### src/hdl/hlpm_pkg.sv
// shared types, codes and helpers of the prefix hash table
package hlpm_pkg;

    localparam int KEY_W = 32;
    localparam int LEN_W = 6;
    localparam logic [LEN_W-1:0] MAX_LEN = 6'd32;

    localparam logic [1:0] MODE_LOOKUP = 2'd0;
    localparam logic [1:0] MODE_INSERT = 2'd1;
    localparam logic [1:0] MODE_DELETE = 2'd2;

    localparam logic [1:0] ST_OK     = 2'd0;
    localparam logic [1:0] ST_MISS   = 2'd1;
    localparam logic [1:0] ST_BADLEN = 2'd2;
    localparam logic [1:0] ST_FULL   = 2'd3;

    typedef enum logic [2:0] {
        OP_LOOKUP,
        OP_INSERT,
        OP_DELETE,
        OP_BADLEN,
        OP_NOP
    } op_t;

    typedef struct packed {
        op_t              op;
        logic [KEY_W-1:0] key;
        logic [KEY_W-1:0] addr;
        logic [LEN_W-1:0] len;
    } qent_t;

    function automatic logic [KEY_W-1:0] high_mask(input logic [LEN_W-1:0] len);
        logic [KEY_W-1:0] m;
        if (len == '0)
            m = '0;
        else
            m = {KEY_W{1'b1}} << (MAX_LEN - len);
        return m;
    endfunction

    function automatic logic [KEY_W-1:0] lookup_key(input logic [KEY_W-1:0] addr,
                                                    input logic [LEN_W-1:0] len);
        return (addr & high_mask(len)) - {{(KEY_W-LEN_W){1'b0}}, len};
    endfunction

endpackage

### src/hdl/hlpm_queue.sv
// two-entry queue between front and back
module hlpm_queue (
    input  logic          clk,
    input  logic          rst_n,
    input  logic          push,
    input  hlpm_pkg::qent_t push_data,
    output logic          full,
    input  logic          pop,
    output logic          nonempty,
    output hlpm_pkg::qent_t pop_data
);
    import hlpm_pkg::*;

    qent_t      mem_reg [2];
    logic       wp_reg;
    logic       rp_reg;
    logic [1:0] cnt_reg;

    always_ff @(posedge clk or negedge rst_n)
    begin
        if (!rst_n)
        begin
            wp_reg  <= 1'b0;
            rp_reg  <= 1'b0;
            cnt_reg <= '0;
        end
        else
        begin
            if (push)
                wp_reg <= ~wp_reg;
            if (pop)
                rp_reg <= ~rp_reg;
            if (push && !pop)
                cnt_reg <= cnt_reg + 2'd1;
            else if (pop && !push)
                cnt_reg <= cnt_reg - 2'd1;
        end
    end

    always_ff @(posedge clk)
    begin
        if (push)
            mem_reg[wp_reg] <= push_data;
    end

    assign full     = (cnt_reg == 2'd2);
    assign nonempty = (cnt_reg != 2'd0);
    assign pop_data = mem_reg[rp_reg];

endmodule

### config.mk
export PLATFORM = sky130hd
export DESIGN_NAME = hlpm_queue
export DESIGN_NICKNAME = d
export VERILOG_FILES = /design/src/hdl/hlpm_pkg.sv /design/src/hdl/hlpm_queue.sv
export SDC_FILE = /design/constraint.sdc
export NUM_CORES = 1
export LEC_CHECK = 0
export ABC_AREA = 1
export BUFFER_PORTS_ARGS = -buffer_cell sky130_fd_sc_hd__buf_2
export CELL_PAD_IN_SITES_DETAIL_PLACEMENT = 1
export CELL_PAD_IN_SITES_GLOBAL_PLACEMENT = 1
export CORE_ASPECT_RATIO = 0.6
export CORE_UTILIZATION = 40
export CTS_CLUSTER_DIAMETER = 150
export DETAILED_ROUTE_END_ITERATION = 10
export GPL_TIMING_DRIVEN = 0
export PLACE_DENSITY = 0.8
export SKIP_CTS_REPAIR_TIMING = 1
export SLEW_MARGIN = 10
export SYNTH_ARGS = -nofsm -noshare
export SYNTH_HDL_FRONTEND = slang
export SYNTH_SLANG_ARGS = --single-unit
### constraint.sdc
create_clock -name clk -period 4.3 [get_ports clk]
set_clock_uncertainty 0.1 [all_clocks]
set_input_delay 0.86 -clock clk [delete_from_list [all_inputs] [get_ports clk]]
set_output_delay 0.86 -clock clk [all_outputs]
set_load 0.005 [all_outputs]
Yosys cells after proc, flatten, opt, wreduce, memory -nomap -nowiden:

Memories as Yosys holds them, arrays and structs flattened.
Cells that the tools add are included.
W data, S select, Z words.

* memories kept: 1
* input bits: 77
* logic and storage cells: 19
* output and inout port bits: 75
* bits in writable memories: 146
* register bits: 4

Memories
* mem_reg: depth 2, width 73, read ports 1, clocked after memory_dff 0, write ports 1, RTL line hlpm_queue.sv:14 `qent_t mem_reg [2];`

* reductions and logical operators: 6
* bitwise gates (word level): 2
* eq/ne operators: 1
* add/sub/neg operators: 2
* multiplexer cells: 4

Operators by type and width (count)
* $mux W2: 2
* $reduce_bool A2 Y1: 2
* $add A2 B1 Y2 const B: 1
* $eq A2 B2 Y1 const B: 1
* $logic_and A1 B1 Y1: 2
* $logic_not A1 Y1: 2
* $mux W1: 2
* $not A1 Y1: 2
* $sub A2 B1 Y2 const B: 1

Depth between registers and ports, before layout:

* depth after elaboration: 4
* depth in mapped cells: 7
* depth with buffers taken out: 7

Least setup slack after synthesis:

No wires, ideal clock.

* path kind: input-to-reg
* from: input port push
* to: memory mem_reg[0][0] (netlist bit), enable pin
* setup time: 506 ps
* cell stages on the path: 2
* setup slack: -266 ps
* buffers on the path: 0
* data required time: 3694 ps
* arrival time: 3960 ps
* path through: inv_1 > nor2_1

* cells in the longest elaborated chain, start to end: 2

Ends and longest elaborated chain
* start: declaration: RTL line hlpm_queue.sv:5 `input logic push,`
* $mux W1: RTL line hlpm_queue.sv:42 `if (push)`
* $mux W1 (not written as such): RTL line hlpm_queue.sv:43 `mem_reg[wp_reg] <= push_data;`
* end: declaration: RTL line hlpm_queue.sv:14

Every way passes these cells.

==> flow_summary.ini <==
[synth]
synth_top_area_frac = 0.766
yosysTopAreaCell = edfxtp_1
synth_cell_types = 14
syn_avg_cell_area_sq_um = 22.7
ys_seq_area_frac = 0.784
synth.area.top_cells = edfxtp_1, mux2_4, mux2_2, dfrtp_1, buf_6
synthCells = 252
yosysWarnings = 0
synth_nets = 330
ys_seq_elements = 150
syn_area_sq_um = 5720

[critical_path]
crit_fanout = 10
crit_path_frequent_cell = buf_6
cpPeakStageDelay_ps = 370
worst_ep_arrival_time_ps = 1640
cp.required_ps = 3340
crit_type = reg -> out
path_buf_inv = 3
cp_slowest_cell = dfrtp_1
cp-end-kind = output pin
start_kind = flip-flop
crit_family = buffers and inverters
path_cells = buf_6 > buf_6 > mux2_4 > buf_2

[clocking]
h-tree-depth = 4
cts_sinks = 150
clkTransAtPathRegs_ps = 70
clkLatencyLatePin_ps = 410
ctsLongestPathBuffers = 2
numCtsBuffers = 17
root_buffer = clkbuf_16
cts_tree = built

[power_and_ir_drop]
ir_drop_uv = 287
power_density_nw_per_um2 = 657
power_leakage_nw = 2.97

[sta]
maxSlewViolCount = 0
fmax_mhz = 385
whs_ps = 142
finalSetupViolations = 0
tightestPinTransition_ps = 839
slew_headroom = 0.440
rsz0062_at_grt = false
fin_crit_ps = 2600
hold_violations = 0
finalWorstSetupSlack_ps = 1700
period_share = 0.604

[global_route]
grt_pass1_wl_microns = 16800
overflow = 0
grt_pass1_vias = 3146
grt_use_total = 0.158
antenna_found_initial = 1
grt_max_degree = 38

[finish]
n_fill_cell = 1315
final_cell_count_no_fill = 631
area_delta_synth_final_pct = 28.4
utilization = 0.533
nets = 503
design_area_sq_um = 7340
register_area_sq_um = 4480
multi_input_area_sq_um = 1130
largest_reg_flops = 146
layout-drive-gt1-share = 0.610

[drt]
routedLengthMet1_microns = 4790
top_layer = met4
finalWirelength_microns = 11300
routed-wl-met3_microns = 975
firstDrtPassIters = 4
antenna_left = 0
wl_per_cell_microns = 17.8
vias_per_cell = 4.60
drtIter0Drc = 74
route.detailed.drc = 0
met2_length_microns = 5390
vias = 2903

[floorplan]
core.rowCount = 33
io_pins = 152
die_x_microns = 156
initial_core_util = 0.415
die_h_microns = 94.6
die-area_sq_um = 14800
core_area_sq_um = 13800

[placement]
pre_cts_slack_ps = 1830
place_area_sq_um = 6800
dp.final_hpwl_microns = 7730
gp_congestion = 0.745
port_buffers = 151
place_inst = 598

[hold_path]
worstHoldPathType = in -> async

[flow_run]
drv_cap = 0

[status]
outcome = completed
-- cells in the mapped netlist --
cell and number:
xnor2_1 1, nand3_1 1, ha_1 1, xor2_1 2, edfxtp_1 146, nand4_1 1, buf_2 1, buf_6 7
mux2_2 13, nor2_1 2, inv_1 7, dfrtp_1 4, nand2_1 6, mux2_4 60
-- kinds of logic after synthesis --
logic type               share of synthesized area
multiplexers                                 0.183
buffers and inverters                       0.0192
AND/OR/NAND/NOR                            0.00722
XOR/XNOR                                   0.00459
flip-flops                                   0.784
adder cells (fa/ha/maj)                    0.00219
-- cell usage in the layout, fill, tap and decap left out --
cell,synthesis,final
mux2_2,13,13
edfxtp_1,146,146
nand3_1,1,1
nand4_1,1,1
clkinv_4,0,4
nand2_1,6,6
inv_8,0,3
buf_16,0,1
inv_6,0,2
nor2_1,2,1
clkinv_2,0,1
xor2_1,2,2
clkinv_1,0,2
diode_2,0,1
buf_6,7,7
ha_1,1,1
xnor2_1,1,1
clkbuf_16,0,17
buf_12,0,2
mux2_4,60,60
dfrtp_1,4,4
inv_4,0,1
buf_2,1,152
clkinvlp_4,0,3
inv_1,7,6
nor2_4,0,1
-- stage by stage --
stage                     TNS [ps]  power [mW]
after floorplan                  0        2.96
after global placement       -8490        3.45
after detailed placement         0        3.52
after CTS                        0        4.90
after global routing             0        5.05
final                            0        4.82
-- report_power, final --
group	switching [mW]	total (mW)	internal, mW
sequential	0.0843	2.02	1.94
clock	0.608	1.36	0.750
combinational	0.653	1.44	0.787
-- worst paths after layout --
kind                       startpoint             to  slack [ps]  cells past startpoint
setup / recovery               rp_reg   pop_data[27]        1700                      4
setup reg to reg               wp_reg  mem_reg[0][5]        2490                      2
hold reg to reg            cnt_reg[1]     cnt_reg[1]         410                      2
max in group asynchronous       rst_n         rp_reg        3820                      1
hold / removal                  rst_n     cnt_reg[1]         140                      1
min in group clk           cnt_reg[1]     cnt_reg[1]         410                      2
-- per-layer routing --
layer  global-route usage  vias up
met5                    0        -
met4               0.0596        0
met3               0.0721       10
met2                0.256      117
met1                0.186     1437
li1                     -     1339
-- area by class of cell --
| cell class | count | area share |
|---|---|---|
| sequential | 150 | 0.611 |
| multi-input combinational | 87 | 0.155 |
| timing repair buffer | 154 | 0.112 |
| clock buffer | 17 | 0.0579 |
| tap | 192 | 0.0327 |
| clock inverter | 15 | 0.0165 |
| buffer | 8 | 0.0114 |
| inverter | 7 | 0.00392 |
| antenna | 1 | 0.000341 |
(Power assumes the default switching activity.)
