### src/hdl/hlpm_pkg.sv
// shared types, codes and helpers of the prefix hash table
package hlpm_pkg;

    localparam int KEY_W = 32;
    localparam int LEN_W = 6;
    localparam logic [LEN_W-1:0] MAX_LEN = 6'd32;

    localparam logic [1:0] MODE_LOOKUP = 2'd0;
    localparam logic [1:0] MODE_INSERT = 2'd1;
    localparam logic [1:0] MODE_DELETE = 2'd2;

    localparam logic [1:0] ST_OK     = 2'd0;
    localparam logic [1:0] ST_MISS   = 2'd1;
    localparam logic [1:0] ST_BADLEN = 2'd2;
    localparam logic [1:0] ST_FULL   = 2'd3;

    typedef enum logic [2:0] {
        OP_LOOKUP,
        OP_INSERT,
        OP_DELETE,
        OP_BADLEN,
        OP_NOP
    } op_t;

    typedef struct packed {
        op_t              op;
        logic [KEY_W-1:0] key;
        logic [KEY_W-1:0] addr;
        logic [LEN_W-1:0] len;
    } qent_t;

    function automatic logic [KEY_W-1:0] high_mask(input logic [LEN_W-1:0] len);
        logic [KEY_W-1:0] m;
        if (len == '0)
            m = '0;
        else
            m = {KEY_W{1'b1}} << (MAX_LEN - len);
        return m;
    endfunction

    function automatic logic [KEY_W-1:0] lookup_key(input logic [KEY_W-1:0] addr,
                                                    input logic [LEN_W-1:0] len);
        return (addr & high_mask(len)) - {{(KEY_W-LEN_W){1'b0}}, len};
    endfunction

endpackage

### src/hdl/hlpm_if.sv
// request and response channel interfaces

interface hlpm_req_if;
    logic       valid;
    logic       ready;
    logic [1:0] mode;
    logic [31:0] address;
    logic [5:0] prefix_len;

    modport source (output valid, output mode, output address, output prefix_len,
                    input ready);
    modport sink (input valid, input mode, input address, input prefix_len,
                  output ready);
endinterface


### src/hdl/hlpm_front.sv
// request intake: classifies each request and forms its key
module hlpm_front (
    hlpm_req_if.sink        req,
    input  logic            q_full,
    output logic            q_push,
    output hlpm_pkg::qent_t q_data
);
    import hlpm_pkg::*;

    always_comb
    begin
        q_data.addr = req.address;
        q_data.len  = req.prefix_len;
        q_data.key  = req.address - {26'b0, req.prefix_len};
        case (req.mode)
            MODE_LOOKUP:
            begin
                q_data.op  = OP_LOOKUP;
                q_data.key = lookup_key(req.address, MAX_LEN);
            end
            MODE_INSERT:
                q_data.op = (req.prefix_len > MAX_LEN) ? OP_BADLEN : OP_INSERT;
            MODE_DELETE:
                q_data.op = (req.prefix_len > MAX_LEN) ? OP_BADLEN : OP_DELETE;
            default:
                q_data.op = OP_NOP;
        endcase
    end

    assign req.ready = !q_full;
    assign q_push    = req.valid && !q_full;

endmodule

### src/flat_wrapper.sv
// flat-port wrapper written by rule: the top's interface ports become plain ports
module hlpm_front_flat import hlpm_pkg::*;
  (q_full, q_push, q_data, req_valid, req_mode, req_address, req_prefix_len, req_ready);
  hlpm_req_if req_i ();
  input  logic q_full;
  output logic q_push;
  output hlpm_pkg::qent_t q_data;
  input wire logic [$bits(req_i.valid)-1:0] req_valid;
  input wire logic [$bits(req_i.mode)-1:0] req_mode;
  input wire logic [$bits(req_i.address)-1:0] req_address;
  input wire logic [$bits(req_i.prefix_len)-1:0] req_prefix_len;
  output wire logic [$bits(req_i.ready)-1:0] req_ready;
  assign req_i.valid = req_valid;
  assign req_i.mode = req_mode;
  assign req_i.address = req_address;
  assign req_i.prefix_len = req_prefix_len;
  assign req_ready = req_i.ready;
  hlpm_front u_core (.req(req_i), .q_full(q_full), .q_push(q_push), .q_data(q_data));
endmodule
### config.mk
export PLATFORM = sky130hd
export DESIGN_NAME = hlpm_front_flat
export DESIGN_NICKNAME = d
export VERILOG_FILES = /design/src/hdl/hlpm_pkg.sv /design/src/hdl/hlpm_if.sv /design/src/hdl/hlpm_front.sv /design/src/flat_wrapper.sv
export SDC_FILE = /design/constraint.sdc
export NUM_CORES = 1
export LEC_CHECK = 0
export BUFFER_PORTS_ARGS = -buffer_cell sky130_fd_sc_hd__buf_4
export CAP_MARGIN = 20
export CELL_PAD_IN_SITES_DETAIL_PLACEMENT = 1
export CELL_PAD_IN_SITES_GLOBAL_PLACEMENT = 2
export CORE_ASPECT_RATIO = 0.7
export CORE_MARGIN = 1
export CORE_UTILIZATION = 20
export DETAILED_ROUTE_END_ITERATION = 8
export PLACE_DENSITY = 0.95
export REMOVE_ABC_BUFFERS = 1
export SYNTH_ARGS = -nofsm -noshare
export SYNTH_HDL_FRONTEND = slang
export SYNTH_SLANG_ARGS = --single-unit
### constraint.sdc
create_clock -name vclk -period 3.3
set_clock_uncertainty 0.1 [all_clocks]
set_input_delay 0.165 -clock vclk [all_inputs]
set_output_delay 0.165 -clock vclk [all_outputs]
set_load 0.03 [all_outputs]
# [After elaboration in Yosys (flattened, before gate mapping)]
# Cells that the tools add are included.
[op_classes] n_addsub=2 n_mul=0 div=0 magnitude_cmp=1 eq_ne=2 shift=0 muxes=5 bitwise=1 n_reduce_logical=3
[ops] cell="two-way mux 32 bit" count=2
[ops] cell="AND 32 bit" count=1
[ops] cell="subtractor 32 x 6 -> 32 bit" count=1
[ops] cell="subtractor 32 x 6 -> 32 bit, second input constant" count=1
[ops] cell="case mux 3 bit (3 select lines)" count=1
[ops] cell="greater-than comparator 6 bit, second input constant" count=1
[ops] cell="equality test 2 x 1 -> 1 bit, second input constant" count=1
[ops] cell="equality test 2 bit, second input constant" count=1
[ops] cell="zero test 2 bit" count=1
[ops] cell="two-way mux 2 bit" count=1
[ops] cell="logical AND 1 bit" count=1
[ops] cell="zero test 1 bit" count=1
[ops] cell="two-way mux 1 bit" count=1
[totals] register_bits=0 latchBits=0 ramBits=0 rom_bits=0 in_bits=42 output_inout_bits=75 wordCells=14 mem_count=0

# [Depth between registers and ports, before layout]
[depth] word_depth=5 ltp_mapped=9 depth_no_buf=8

# [Worst setup path after synthesis]
# No wires, ideal clock.
[synth_timing] path_kind="input to output" start="in req_prefix_len[4]" end="out q_data[69] in the netlist's numbering" arrival_ns=2.231 t_required_ns=3.035 path_slack_ns=0.804 cell_stages=7 n_path_buf=0 path_cell_list="inv_1 -> ha_1 -> a21o_1 -> a2111o_1 -> a221oi_2 -> nand4b_1 -> xnor2_1"
[synth_lines] item="from (decl)" line="flat_wrapper.sv:11" rtl="input wire logic [$bits(req_i.prefix_len)-1:0] req_prefix_len;"
[synth_lines] item="to (decl)" line="flat_wrapper.sv:7" rtl="output hlpm_pkg::qent_t q_data;"

==> flow_summary.yaml <==
yosys:
  synth_xor_area_share_pct: 18.54
  yosysUniqueCellTypes: 44
  syn_area_per_cell_um2: 7.149
  ys_seq_area_share_pct: 0
  yosysWarnings: 0
  synth_top_family_by_area: "simple AND/OR/NAND/NOR gates"
  synthesis.area_um2: 1323
  synth_compound_area_share_pct: 13.72
  synth-simple-area-share_pct: 31.50
  netlist_instances: 185
  yosys.area_share.adder_pct: 8.136
  synth_mux_area_share_pct: 1.514
placement:
  placed_cells: 339
  numPortBuffers: 117
  post-dp-hpwl_mm: 4.029
  place_area_um2: 1996
  routabilityCongestion: 0.7834
final_layout:
  area_growth_pct: 50.90
  seq_cells: 0
  stdcell_area_um2: 1996
  ff_latch_area_um2: 0
  nClkBuffers: 0
  instances_no_fill: 339
  final_layout_size_suffix_gt1_share_pct: 48.66
  mostFrequentLayoutCell: "buf_4"
  nets: 313
  final_cell_mix: "118 x buf_4, 16 x xnor2_1, 14 x o21ai_0"
  antenna_cells: 0
drt:
  via_per_inst: 4.534
  routed_wl_mm: 4.490
  drc: 0
  vias: 1537
  post_drt_wl_per_cell_um: 13.24
  drtIter0Drc: 13
  drtPass1Iterations: 4
  antenna_left: 0
worst_hold_path:
  hp-class: "primary input to output port"
die:
  io-pin-count: 117
  chipWidth_um: 99.20
  die_area_um2: 6947
  core_um2: 6306
  initial_utilization_pct: 20.97
  die_h_um: 70.04
  rows: 24
sta:
  finalHoldViolCount: 0
  fin_crit_sh_pct: 78.19
  drv_slew: 0
  fmax_mhz: 387.6
  fin_crit_ns: 2.580
  setup_tns_ns: 0
  relSlewSlack_pct: 48.84
  rsz0062_at_grt: "no"
  setup_viol: 0
  worst_pin_slew_ns: 0.7593
critical_path:
  worstPathCellList: "buf_4 > ha_1 > fa_1 > nor2b_1 > o2111a_1 > o32a_1 > nor3_1 > xor2_1 > buf_4"
  max_stage_delay_ns: 0.48
  start_kind: "primary input"
  crit_required_ns: 3.03
  crit_buf_inv: 2
  crit_path_end_kind: "output port"
  path_max_fanout: 10
  path_delay_family: "compound AO/OA/AOI/OAI gates"
  critPathKind: "primary input to output port"
  cpMostUsedCell: "buf_4"
  critPathArrivalTime_ns: 2.32
  slowest_stage: "o32a_1"
global_routing:
  grt_max_degree: 11
  track_usage_pct: 12.41
  overflow: 0
  grt_pass1_vias: 1562
  grt_first_pass_wirelength_mm: 7.307
  antenna_found_initial: 0
run:
  maxCapViolations: 0
clock_tree:
  cts_setup_buffers: 0
  postCtsHoldBufs: 0
  ctsResizeCount: 0
outcome:
  status: "complete, no violations"
power_and_ir_drop:
  p_leak_uw: 0.0009568
  power_density_nw_per_um2: 198.7
  ir_drop_mv: 0.05818
  total_power_uw: 396.6
-- cells by family after synthesis --
logic type               count (synthesis)
multiplexers                             2
XOR/XNOR                                28
adder cells (fa/ha/maj)                  8
buffers and inverters                   53
AO/OA/AOI/OAI                           28
AND/OR/NAND/NOR                         66
-- path summary, 6_finish.rpt --
| check | startpoint | end | cells past startpoint |
|---|---|---|---|
| worst max-delay path | req_prefix_len[0] | q_data[50] | 9 |
| worst min-delay path | req_prefix_len[3] | q_data[3] | 2 |
-- cells in the mapped netlist (2+ instances only) --
master	count	area share [%]
nand4b_1	3	2.0
nand3b_1	2	1.1
buf_4	38	22
xnor2_1	16	11
nor2b_1	2	0.95
nand2b_1	6	2.8
xor2_1	12	7.9
a21oi_1	4	1.5
nand4_1	5	2.4
nor3_2	2	1.5
o21ai_0	14	5.3
or3_1	2	0.95
nand3_1	6	2.3
inv_1	11	3.1
mux2i_1	2	1.5
nor3_1	8	3.0
a211oi_1	2	1.1
ha_1	7	6.6
nor2_1	9	2.6
nand2_1	10	2.8
-- layout make-up --
cell class | instances | area [um^2]
fill | 801 | 4310
multi-input combinational | 132 | 970.9
timing repair buffer | 118 | 885.9
tap | 78 | 97.59
inverter | 11 | 41.29
-- per-stage QoR --
stage | setup slack [ns] | util, % | hold slack [ns]
final | 0.7198 | 31.65 | 0.4608
after global routing | 0.5414 | 31.65 | 0.4721
after CTS | 0.6738 | 31.65 | 0.4629
after detailed placement | 0.6761 | 31.65 | 0.4622
after global placement | 0.7466 | 31.65 | 0.4603
after floorplan | 0.8039 | - | 0.2300
-- power by group --
group / leakage (uW) / total, uW / internal, uW / switching, uW
clock: 0 / 0 / 0 / 0
combinational: 0.000957 / 397 / 155 / 242
sequential: 0 / 0 / 0 / 0
-- layer usage --
layer  up-vias  wire, um  track usage [%]
met5         -         0                0
met3         0       260            1.201
met2        64      2119            21.83
met1       715      2110            17.41
met4         0         0                0
li1        758         -                -
(Power assumes the default switching activity.)
